===== src/rtl/assert_macros.svh =====
// ============================================================================
// Assertion macros
// Concurrent assertion wrappers; they compile to nothing under synthesis.
// ============================================================================
`ifndef ASSERT_MACROS_SVH
`define ASSERT_MACROS_SVH
`ifndef SYNTHESIS
// Check that cons holds in the same cycle as ante.
`define ARC_ASSERT_IMP(label, clk, rst_n, ante, cons) \
    label: assert property (@(posedge clk) disable iff (!rst_n) (ante) |-> (cons)) \
        else $error("concurrent check failed");
// Check that cons holds in the cycle after ante.
`define ARC_ASSERT_NXT(label, clk, rst_n, ante, cons) \
    label: assert property (@(posedge clk) disable iff (!rst_n) (ante) |=> (cons)) \
        else $error("concurrent check failed");
`else
`define ARC_ASSERT_IMP(label, clk, rst_n, ante, cons)
`define ARC_ASSERT_NXT(label, clk, rst_n, ante, cons)
`endif
`endif


===== src/rtl/arc_pkg.sv =====
// ============================================================================
// arc_pkg
// Shared types and codes of the ARP responder and address cache.
// ============================================================================
package arc_pkg;

    // Operation field codes
    localparam logic OP_FRAME  = 1'b0;
    localparam logic OP_LOOKUP = 1'b1;

    // ARP opcodes
    localparam logic [15:0] OPCODE_REQUEST = 16'd1;
    localparam logic [15:0] OPCODE_REPLY   = 16'd2;

    // Register selects (paddr bit 3)
    localparam logic REG_OWN_IP  = 1'b0;
    localparam logic REG_OWN_MAC = 1'b1;

    // Command queue between the front and back parts
    localparam int QUEUE_DEPTH = 2;
    localparam int QPTR_W      = $clog2(QUEUE_DEPTH);
    localparam int QCNT_W      = $clog2(QUEUE_DEPTH + 1);

    typedef enum logic [2:0] {
        KIND_REPLY    = 3'd0,
        KIND_QUERY    = 3'd1,
        KIND_HIT      = 3'd2,
        KIND_WAITING  = 3'd3,
        KIND_RESOLVED = 3'd4,
        KIND_FULL     = 3'd5
    } kind_t;

    typedef enum logic [1:0] {
        CMD_REPLY   = 2'd0,
        CMD_RESOLVE = 2'd1,
        CMD_LOOKUP  = 2'd2
    } cmd_t;

    typedef struct packed {
        cmd_t        cmd;
        logic [31:0] ip;
        logic [47:0] mac;
    } q_entry_t;

    typedef struct packed {
        logic     valid;
        q_entry_t entry;
    } q_head_t;

    typedef struct packed {
        logic [QCNT_W-1:0] count;
    } front_status_t;

    typedef struct packed {
        logic        valid;
        kind_t       kind;
        logic [31:0] ip;
        logic [47:0] mac;
    } result_t;

endpackage


===== src/rtl/arp_responder_and_cache_core.sv =====
// ============================================================================
// arp_responder_and_cache_core
// A request is taken when start is high and busy is low; busy rises only
// while the two-deep command queue is full. An ARP request for own_ip is
// answered via the command queue and the result register when nothing is
// queued ahead of it. An ARP reply or a lookup scans the address table
// through one comparator at one entry per clock, up to the fill count or the
// first match, before its result; the next queued command starts after it.
// Requests that produce nothing (other opcodes, requests for another
// address) are dropped at the input. Each result is shown for exactly one
// cycle on result_valid and cannot be held off, so the receiver must take it
// then. Registers sit at byte offsets 0 (own_ip) and 8 (own_mac); the offset
// within a register is not decoded. They are to be written only while the
// block is idle; the block itself does not enforce it.
// ============================================================================
`include "assert_macros.svh"

module arp_responder_and_cache_core #(
    parameter int TABLE_ENTRIES = 16,
    localparam int CNT_W = $clog2(TABLE_ENTRIES + 1)
) (
    input  logic        clk,
    input  logic        rst_n,
    input  logic        start,
    output logic        busy,
    input  logic        operation,
    input  logic [15:0] arp_opcode,
    input  logic [31:0] sender_ip,
    input  logic [47:0] sender_mac,
    input  logic [31:0] target_ip,
    input  logic [31:0] lookup_ip,
    output logic        result_valid,
    output logic [2:0]  result_kind,
    output logic [31:0] peer_ip,
    output logic [47:0] peer_mac,
    input  logic        psel,
    input  logic        penable,
    input  logic        pwrite,
    input  logic [3:0]  paddr,
    input  logic [63:0] pwdata,
    output logic [63:0] prdata,
    output logic        pready
);
    import arc_pkg::*;

    localparam logic [CNT_W-1:0] FILL_MAX = CNT_W'(TABLE_ENTRIES);

    logic [31:0]      own_ip_reg;
    logic [47:0]      own_mac_reg;
    logic             cfg_write;
    q_head_t          q_head;
    logic             q_pop;
    front_status_t    front_stat;
    result_t          res;
    logic [CNT_W-1:0] fill_count;
    logic             is_query;
    logic             is_blank_mac;

    // Configuration registers
    assign pready    = 1'b1;
    assign cfg_write = psel && penable && pwrite && pready;

    always_ff @(posedge clk or negedge rst_n)
    begin
        if (!rst_n)
        begin
            own_ip_reg  <= 32'd0;
            own_mac_reg <= 48'd0;
        end
        else if (cfg_write)
        begin
            case (paddr[3])
                REG_OWN_IP:  own_ip_reg  <= pwdata[31:0];
                REG_OWN_MAC: own_mac_reg <= pwdata[47:0];
                default:     own_ip_reg  <= own_ip_reg;
            endcase
        end
    end

    // Register read back
    always_comb
    begin
        case (paddr[3])
            REG_OWN_IP:  prdata = {32'd0, own_ip_reg};
            REG_OWN_MAC: prdata = {16'd0, own_mac_reg};
            default:     prdata = 64'd0;
        endcase
    end

    arc_front u_front (
        .clk        (clk),
        .rst_n      (rst_n),
        .start      (start),
        .busy       (busy),
        .operation  (operation),
        .arp_opcode (arp_opcode),
        .sender_ip  (sender_ip),
        .sender_mac (sender_mac),
        .target_ip  (target_ip),
        .lookup_ip  (lookup_ip),
        .own_ip     (own_ip_reg),
        .q_pop      (q_pop),
        .q_head     (q_head),
        .status     (front_stat)
    );

    arc_back #(.TABLE_ENTRIES(TABLE_ENTRIES)) u_back (
        .clk        (clk),
        .rst_n      (rst_n),
        .q_head     (q_head),
        .q_pop      (q_pop),
        .result     (res),
        .fill_count (fill_count)
    );

    assign result_valid = res.valid;
    assign result_kind  = res.kind;
    assign peer_ip      = res.ip;
    assign peer_mac     = res.mac;

    // Classify the current result for the checks
    assign is_query     = res.valid && (res.kind == KIND_QUERY);
    assign is_blank_mac = res.valid && (res.kind inside {KIND_QUERY, KIND_WAITING, KIND_FULL});

    // Checks
    `ARC_ASSERT_IMP(a_fill_bound, clk, rst_n, 1'b1, fill_count <= FILL_MAX)
    `ARC_ASSERT_IMP(a_pop_nonempty, clk, rst_n, q_pop, front_stat.count != '0)
    `ARC_ASSERT_IMP(a_query_inserts, clk, rst_n, is_query, fill_count == $past(fill_count) + 1'b1)
    `ARC_ASSERT_IMP(a_zero_mac, clk, rst_n, is_blank_mac, res.mac == 48'd0)

endmodule


===== src/rtl/arc_ram.sv =====
// ============================================================================
// arc_ram
// Generic single-write, single-read RAM with registered read data.
// ============================================================================
module arc_ram #(
    parameter int WIDTH = 32,
    parameter int DEPTH = 16,
    localparam int AW = (DEPTH > 1) ? $clog2(DEPTH) : 1
) (
    input  logic             clk,
    input  logic             we,
    input  logic [AW-1:0]    waddr,
    input  logic [WIDTH-1:0] wdata,
    input  logic [AW-1:0]    raddr,
    output logic [WIDTH-1:0] rdata
);

    logic [WIDTH-1:0] mem_reg [DEPTH];

    // Write port and registered read port
    always_ff @(posedge clk)
    begin
        if (we)
        begin
            mem_reg[waddr] <= wdata;
        end
        rdata <= mem_reg[raddr];
    end

endmodule


===== src/rtl/arc_front.sv =====
// ============================================================================
// arc_front
// Accepts requests, classifies them and queues the ones that need work.
// ============================================================================
module arc_front (
    input  logic                   clk,
    input  logic                   rst_n,
    input  logic                   start,
    output logic                   busy,
    input  logic                   operation,
    input  logic [15:0]            arp_opcode,
    input  logic [31:0]            sender_ip,
    input  logic [47:0]            sender_mac,
    input  logic [31:0]            target_ip,
    input  logic [31:0]            lookup_ip,
    input  logic [31:0]            own_ip,
    input  logic                   q_pop,
    output arc_pkg::q_head_t       q_head,
    output arc_pkg::front_status_t status
);
    import arc_pkg::*;

    q_entry_t          q_mem_reg [QUEUE_DEPTH];
    logic [QPTR_W-1:0] wr_ptr_reg, wr_ptr_next;
    logic [QPTR_W-1:0] rd_ptr_reg, rd_ptr_next;
    logic [QCNT_W-1:0] count_reg, count_next;
    logic              accept;
    logic              keep;
    logic              push;
    q_entry_t          cls_entry;

    // Classify the incoming request; drop what produces nothing
    always_comb
    begin
        keep      = 1'b0;
        cls_entry = '{cmd: CMD_LOOKUP, ip: lookup_ip, mac: 48'd0};
        case (operation)
            OP_FRAME:
            begin
                case (arp_opcode)
                    OPCODE_REQUEST:
                    begin
                        keep      = (target_ip == own_ip);
                        cls_entry = '{cmd: CMD_REPLY, ip: sender_ip, mac: sender_mac};
                    end
                    OPCODE_REPLY:
                    begin
                        keep      = 1'b1;
                        cls_entry = '{cmd: CMD_RESOLVE, ip: sender_ip, mac: sender_mac};
                    end
                    default:
                    begin
                        keep = 1'b0;
                    end
                endcase
            end
            OP_LOOKUP:
            begin
                keep = 1'b1;
            end
            default:
            begin
                keep = 1'b0;
            end
        endcase
    end

    assign busy   = (count_reg == QCNT_W'(QUEUE_DEPTH));
    assign accept = start && !busy;
    assign push   = accept && keep;

    // Advance queue pointers and occupancy
    always_comb
    begin
        wr_ptr_next = wr_ptr_reg;
        rd_ptr_next = rd_ptr_reg;
        count_next  = count_reg;
        if (push)
        begin
            wr_ptr_next = (wr_ptr_reg == QPTR_W'(QUEUE_DEPTH - 1)) ? '0 : wr_ptr_reg + 1'b1;
        end
        if (q_pop)
        begin
            rd_ptr_next = (rd_ptr_reg == QPTR_W'(QUEUE_DEPTH - 1)) ? '0 : rd_ptr_reg + 1'b1;
        end
        if (push && !q_pop)
        begin
            count_next = count_reg + 1'b1;
        end
        else if (!push && q_pop)
        begin
            count_next = count_reg - 1'b1;
        end
    end

    always_ff @(posedge clk or negedge rst_n)
    begin
        if (!rst_n)
        begin
            wr_ptr_reg <= '0;
            rd_ptr_reg <= '0;
            count_reg  <= '0;
        end
        else
        begin
            wr_ptr_reg <= wr_ptr_next;
            rd_ptr_reg <= rd_ptr_next;
            count_reg  <= count_next;
        end
    end

    // Store queued commands
    always_ff @(posedge clk)
    begin
        if (push)
        begin
            q_mem_reg[wr_ptr_reg] <= cls_entry;
        end
    end

    assign q_head.valid = (count_reg != '0);
    assign q_head.entry = q_mem_reg[rd_ptr_reg];
    assign status.count = count_reg;

endmodule


===== src/rtl/arc_back.sv =====
// ============================================================================
// arc_back
// Executes queued commands: scans the address table one entry per cycle,
// updates or inserts entries and issues the result strobe.
// ============================================================================
module arc_back #(
    parameter int TABLE_ENTRIES = 16,
    localparam int IDX_W = (TABLE_ENTRIES > 1) ? $clog2(TABLE_ENTRIES) : 1,
    localparam int CNT_W = $clog2(TABLE_ENTRIES + 1)
) (
    input  logic             clk,
    input  logic             rst_n,
    input  arc_pkg::q_head_t q_head,
    output logic             q_pop,
    output arc_pkg::result_t result,
    output logic [CNT_W-1:0] fill_count
);
    import arc_pkg::*;

    typedef enum logic [1:0] {
        ST_IDLE = 2'b01,
        ST_SCAN = 2'b10
    } state_t;

    localparam logic [CNT_W-1:0] FILL_MAX = CNT_W'(TABLE_ENTRIES);

    state_t                   state_reg, state_next;
    q_entry_t                 cur_reg, cur_next;
    logic [CNT_W-1:0]         fill_reg, fill_next;
    logic [CNT_W-1:0]         issue_reg, issue_next;
    logic [IDX_W-1:0]         cmp_idx_reg, cmp_idx_next;
    logic                     pend_reg, pend_next;
    logic [TABLE_ENTRIES-1:0] done_reg, done_next;
    result_t                  res_reg, res_next;
    logic                     addr_we;
    logic                     hw_we;
    logic [IDX_W-1:0]         wr_idx;
    logic [47:0]              hw_wdata;
    logic [31:0]              addr_rdata;
    logic [47:0]              hw_rdata;
    logic                     match;
    logic                     no_more;

    // Address and hardware tables, both read at the scan index
    arc_ram #(.WIDTH(32), .DEPTH(TABLE_ENTRIES)) u_addr_ram (
        .clk   (clk),
        .we    (addr_we),
        .waddr (wr_idx),
        .wdata (cur_reg.ip),
        .raddr (issue_reg[IDX_W-1:0]),
        .rdata (addr_rdata)
    );

    arc_ram #(.WIDTH(48), .DEPTH(TABLE_ENTRIES)) u_hw_ram (
        .clk   (clk),
        .we    (hw_we),
        .waddr (wr_idx),
        .wdata (hw_wdata),
        .raddr (issue_reg[IDX_W-1:0]),
        .rdata (hw_rdata)
    );

    // Entries are filled in order, so the used entries are those below the fill count
    assign match   = pend_reg && (addr_rdata == cur_reg.ip);
    assign no_more = (issue_reg >= fill_reg);

    // Sequence one command
    always_comb
    begin
        state_next   = state_reg;
        cur_next     = cur_reg;
        fill_next    = fill_reg;
        issue_next   = issue_reg;
        cmp_idx_next = cmp_idx_reg;
        pend_next    = 1'b0;
        done_next    = done_reg;
        res_next     = res_reg;
        res_next.valid = 1'b0;
        q_pop        = 1'b0;
        addr_we      = 1'b0;
        hw_we        = 1'b0;
        wr_idx       = cmp_idx_reg;
        hw_wdata     = cur_reg.mac;
        case (state_reg)
            ST_IDLE:
            begin
                if (q_head.valid)
                begin
                    q_pop      = 1'b1;
                    cur_next   = q_head.entry;
                    issue_next = '0;
                    if (q_head.entry.cmd == CMD_REPLY)
                    begin
                        res_next = '{valid: 1'b1, kind: KIND_REPLY,
                                     ip: q_head.entry.ip, mac: q_head.entry.mac};
                    end
                    else
                    begin
                        state_next = ST_SCAN;
                    end
                end
            end
            ST_SCAN:
            begin
                if (match)
                begin
                    // Hit: update on a reply, report on a lookup
                    state_next = ST_IDLE;
                    case (cur_reg.cmd)
                        CMD_RESOLVE:
                        begin
                            hw_we                  = 1'b1;
                            done_next[cmp_idx_reg] = 1'b1;
                            res_next = '{valid: 1'b1, kind: KIND_RESOLVED,
                                         ip: cur_reg.ip, mac: cur_reg.mac};
                        end
                        CMD_LOOKUP:
                        begin
                            if (done_reg[cmp_idx_reg])
                            begin
                                res_next = '{valid: 1'b1, kind: KIND_HIT,
                                             ip: cur_reg.ip, mac: hw_rdata};
                            end
                            else
                            begin
                                res_next = '{valid: 1'b1, kind: KIND_WAITING,
                                             ip: cur_reg.ip, mac: 48'd0};
                            end
                        end
                        default:
                        begin
                            res_next.valid = 1'b0;
                        end
                    endcase
                end
                else if (!no_more)
                begin
                    // Issue the next entry read
                    issue_next   = issue_reg + 1'b1;
                    pend_next    = 1'b1;
                    cmp_idx_next = issue_reg[IDX_W-1:0];
                end
                else
                begin
                    // Miss: a reply is dropped, a lookup inserts or reports full
                    state_next = ST_IDLE;
                    if (cur_reg.cmd == CMD_LOOKUP)
                    begin
                        if (fill_reg >= FILL_MAX)
                        begin
                            res_next = '{valid: 1'b1, kind: KIND_FULL,
                                         ip: cur_reg.ip, mac: 48'd0};
                        end
                        else
                        begin
                            addr_we           = 1'b1;
                            hw_we             = 1'b1;
                            wr_idx            = fill_reg[IDX_W-1:0];
                            hw_wdata          = 48'd0;
                            done_next[wr_idx] = 1'b0;
                            fill_next         = fill_reg + 1'b1;
                            res_next = '{valid: 1'b1, kind: KIND_QUERY,
                                         ip: cur_reg.ip, mac: 48'd0};
                        end
                    end
                end
            end
            default:
            begin
                state_next = ST_IDLE;
            end
        endcase
    end

    always_ff @(posedge clk or negedge rst_n)
    begin
        if (!rst_n)
        begin
            state_reg <= ST_IDLE;
            fill_reg  <= '0;
            issue_reg <= '0;
            pend_reg  <= 1'b0;
            done_reg  <= '0;
            res_reg   <= '0;
        end
        else
        begin
            state_reg <= state_next;
            fill_reg  <= fill_next;
            issue_reg <= issue_next;
            pend_reg  <= pend_next;
            done_reg  <= done_next;
            res_reg   <= res_next;
        end
    end

    // Hold the current command and compare index
    always_ff @(posedge clk)
    begin
        cur_reg     <= cur_next;
        cmp_idx_reg <= cmp_idx_next;
    end

    assign result     = res_reg;
    assign fill_count = fill_reg;

endmodule


===== config.mk =====
export PLATFORM = sky130hd
export DESIGN_NAME = arp_responder_and_cache_core
export DESIGN_NICKNAME = d
export VERILOG_FILES = /design/src/rtl/arc_pkg.sv /design/src/rtl/arp_responder_and_cache_core.sv /design/src/rtl/arc_ram.sv /design/src/rtl/arc_front.sv /design/src/rtl/arc_back.sv
export VERILOG_INCLUDE_DIRS = /design/src /design/src/rtl
export SDC_FILE = /design/constraint.sdc
export NUM_CORES = 2
export LEC_CHECK = 0
export BUFFER_PORTS_ARGS = -buffer_cell sky130_fd_sc_hd__buf_2
export CORE_ASPECT_RATIO = 1.25
export CORE_MARGIN = 4
export CORE_UTILIZATION = 45
export DETAILED_ROUTE_END_ITERATION = 12
export SYNTH_ARGS = -nofsm -noshare
export SYNTH_HDL_FRONTEND = slang
export SYNTH_SLANG_ARGS = --single-unit

===== constraint.sdc =====
create_clock -name clk -period 5.8 [get_ports clk]
set_input_delay 1.16 -clock clk [delete_from_list [all_inputs] [get_ports clk]]
set_output_delay 1.16 -clock clk [all_outputs]
set_load 0.02 [all_outputs]

==> summary.md <==
| Metric | Value |
|---|---|
| Final clock period utilization by the worst path | 82.1% |
| Combined area of all synthesized cells | 70500 um2 |
| Port Buf Inserts | 348 |
| Initial Utilization | a little under half |
| Number of setup violations in the final report | 0 |
| Total vias in the final route | between 30000 and 40000 |
| Clock tree from TritonCTS | done |
| Final core utilization | between 50% and 60% |
| Startpoint kind of the worst setup timing path | register |
| Floorplan die height | 451 um |
| Deepest clock path buffer count | 3 |
| Met2 usage in global routing | 35.1% |
| Busiest metal layer after global routing | met2 |
| Worst voltage drop across the vdd grid | ~340 uV |
| Capturing element type of the critical path | register |
| Total CTS buffers | 175 |
| H-Tree Level Count | 4 |
| Run status | finished clean |
| Met1 routing resource usage after global routing | 27.0% |
| Share of post-route cells with drive strength above 1 | between 30% and 40% |
| # nets final | about 4000 |
| Dominant register cell in the synthesized netlist | sky130_fd_sc_hd__edfxtp_1 |
| Post CTS Setup Buffer Count | 0 |
| Endpoint required time on the critical path | 6.29 ns |
| Hold Crit Class | input pin to async pin |
| Root buffer selected by CTS | sky130_fd_sc_hd__clkbuf_16 |
| Count of standard-cell rows | 162 |
| Filler cell count | 12300 |
| Proportion of synthesized chip area in sequential cells | 74.4% |
| Worst slew margin relative to its limit | approximately a quarter |
| Flip-flop count of the largest register after layout | around 770 |
| Aggregate negative setup slack | 0 ns |
| Category of the most critical setup path | register to register |
| Warning count from the yosys run | 0 |
| Length in cells of the worst reg-to-reg path | 10 |
| Maximum number of pins on one net before global-route repair | around 150 |
| Post-DR wirelength/cell | ~27 um |
| Antenna violations before repair | 4 |
| Transition time of the tightest slew-check pin | roughly 1.1 ns |
| RSZ-0062 raised after global routing | false |
| Routing usage on met3 | ~2.8% |
| Average cell area after synthesis | roughly 21 um2 |
| Number of unique standard cell types used by synthesis | 66 |
| Flip-flop and latch count after synthesis | approximately 1800 |
| Number of gates resized after cts | 0 |
| Endpoint arrival time on the critical path | about 5.3 ns |
| First-pass DRT Iterations | 5 |
| Via count of the first global-routing pass | roughly 36000 |
| Clock latency on the worst-skew pair | 0.81 ns |
| CTS clock-pin slew for the worst setup and hold paths | about 0.06 ns |
| FF-to-FF Start | u_back.fill_count[3] |
| Async SR Flop Fraction | between 10% and 20% |
| Power per cell area | around 450 nW/um2 |
| Terminus of the critical flop-to-flop path | u_back.u_hw_ram.mem_reg[13][11] |
| DRC | 0 |
| Leakage power | 0.0272 uW |
| Number of nets with antenna violations after detailed routing | 0 |
| Area added between synthesis and finish | 15.2% |
| Area of all sequential standard cells | about 52000 um2 |
| Number of maximum-capacitance constraint violations | 0 |
| Multi-input gate area | roughly 17000 um2 |
| Routed wire length | around 160000 um |
| Pins Over Slew Limit | 0 |
| Floorplan core area | approximately 160000 um2 |
| Iter 0 DRT Violations | 2766 |
| Biggest fanout along the worst timing path | 18 |
| Count of hold-fix buffers inserted at cts | 0 |
| Routability cong. | between 0.8 and 0.9 |
| Overall overflow remaining after global route | 0 |
| First-pass GRT wire length | between 200000 and 250000 um |
| TritonCTS Sinks | approximately 1800 |
| Worst clock skew | roughly 0.030 ns |
| Die width | ~360 um |
| Num ports | 385 |
| Half-perimeter wire length of the detailed placement result | 89700 um |
| Hold Fails Final Rpt | 0 |
| Maximum clock frequency | 210 MHz |
| Min Tclk post-route | around 4.8 ns |
| Gate count after technology mapping | around 3400 |
| Area enclosed by the die boundary | ~160000 um2 |
| Worst setup slack for register-to-register paths | about 1.0 ns |
| Combined global-route utilization of all metal layers | between 20 and 25% |
| Vias/cell | around 5.6 |
| Count of flip-flops with a built-in enable after synthesis | 1530 |
-- critical path: stages, from the launching register on --
cell	delay [ns]
sky130_fd_sc_hd__dfrtp_1	0.62
sky130_fd_sc_hd__inv_1	0.22
sky130_fd_sc_hd__ha_1	0.35
sky130_fd_sc_hd__nand4_1	0.09
sky130_fd_sc_hd__a21oi_1	0.24
sky130_fd_sc_hd__a211oi_4	0.12
sky130_fd_sc_hd__nor4b_4	0.44
sky130_fd_sc_hd__nor2b_1	0.74
sky130_fd_sc_hd__a31oi_2	0.56
sky130_fd_sc_hd__a21oi_4	0.76
sky130_fd_sc_hd__buf_12	0.28
-- report_power, final --
part / switching, uW / leakage (uW) / internal (uW)
logic: 4170 / 0.00733 / 2940
clock network: 4850 / 0.00280 / 6460
registers: 1150 / 0.0171 / 16700
total: 10200 / 0.0272 / 26100
-- Yosys cell counts (13+ instances only) --
library cell               number  area, um2
sky130_fd_sc_hd__edfxtp_1    1530      45900
sky130_fd_sc_hd__mux4_2       404       9100
sky130_fd_sc_hd__mux2_2       241       2710
sky130_fd_sc_hd__dfrtp_1      196       4900
sky130_fd_sc_hd__clkbuf_1     122        458
sky130_fd_sc_hd__and2_1       113        707
sky130_fd_sc_hd__dfxtp_1       80       1600
sky130_fd_sc_hd__mux2_4        70       1050
sky130_fd_sc_hd__nand2_1       64        240
sky130_fd_sc_hd__o21ai_0       56        280
sky130_fd_sc_hd__nor2b_1       50        313
sky130_fd_sc_hd__a31oi_1       48        300
sky130_fd_sc_hd__a22o_1        35        307
sky130_fd_sc_hd__xor2_1        33        289
sky130_fd_sc_hd__buf_1         32        120
sky130_fd_sc_hd__inv_1         29        109
sky130_fd_sc_hd__xnor2_1       27        236
sky130_fd_sc_hd__nor2_1        26       97.6
sky130_fd_sc_hd__nand2b_1      24        150
sky130_fd_sc_hd__nand4_1       22        138
sky130_fd_sc_hd__a21oi_1       20        100
sky130_fd_sc_hd__buf_2         19       95.1
sky130_fd_sc_hd__buf_4         19        143
sky130_fd_sc_hd__nor3_1        18       90.1
sky130_fd_sc_hd__ha_1          15        188
sky130_fd_sc_hd__nor4_1        13       81.3
-- layout make-up --
cell class	instances	area share, %
flip-flops and latches	1807	64.6
multi-input cells	1374	21.5
clock buffers	244	6.02
repair buffers	438	3.57
well taps	2050	3.16
clock inverters	84	1.02
inverters	29	0.137
diodes	2	0.00616
-- how the worst max path moves through the flow --
| stage | from | slack, ns | cells past startpoint | end |
|---|---|---|---|---|
| 6_report | u_back.fill_count[3] | 1.04 | 10 | u_back.u_hw_ram.mem_reg[13][11] |
| 4_1_cts | u_back.issue_reg[2] | 1.01 | 9 | u_back.u_hw_ram.mem_reg[12][5] |
| 5_1_grt | u_back.fill_count[3] | 0.70 | 10 | u_back.u_hw_ram.mem_reg[12][5] |
| 3_3_place_gp | u_back.issue_reg[2] | 1.08 | 9 | u_back.u_hw_ram.mem_reg[12][13] |
| 2_1_floorplan | target_ip[11] | -0.63 | 7 | u_front.q_mem_reg[0][0] |
| 3_5_place_dp | u_back.issue_reg[2] | 1.04 | 9 | u_back.u_hw_ram.mem_reg[12][13] |
-- kinds of logic after synthesis --
logic type	synth area share, %
compound gates	1.96
xor+xnor	0.745
fa+ha+maj	0.266
buf+inv	1.44
flops	74.4
mux	18.2
other cells	0.0106
simple gates	2.95
-- per-stage QoR --
step	setup WS [ns]	cell area (um2)	total power, uW	instances	hold WS, ns
after global routing	0.704	81200	37800	6028	0.440
after CTS	1.01	81200	36700	6026	0.406
after detailed placement	1.04	75500	25400	5698	0.479
after floorplan	-0.629	70600	22800	3410	0.448
after global placement	1.08	75500	25200	5698	0.473
final	1.04	81200	36300	6028	0.408
-- placed cells by master (no fill, tap or decap), types with 38 or more instances in the layout --
cell type and count:
sky130_fd_sc_hd__dfrtp_1 191, sky130_fd_sc_hd__and2_1 113, sky130_fd_sc_hd__edfxtp_1 1530, sky130_fd_sc_hd__clkbuf_1 48, sky130_fd_sc_hd__nor2b_1 50, sky130_fd_sc_hd__mux2_2 241, sky130_fd_sc_hd__dfxtp_1 80, sky130_fd_sc_hd__mux4_2 404
sky130_fd_sc_hd__buf_2 347, sky130_fd_sc_hd__mux2_4 70, sky130_fd_sc_hd__o21ai_0 56, sky130_fd_sc_hd__clkbuf_16 179, sky130_fd_sc_hd__a31oi_1 48, sky130_fd_sc_hd__nand2_1 62, sky130_fd_sc_hd__buf_12 38, sky130_fd_sc_hd__buf_4 52
-- metal layers --
metal / vias to the layer above / wire, um
met5: - / 0
met4: 0 / 3920
met3: 226 / 8070
met2: 992 / 85400
met1: 18100 / 67000
li1: 14600 / -
(Power assumes the default switching activity.)
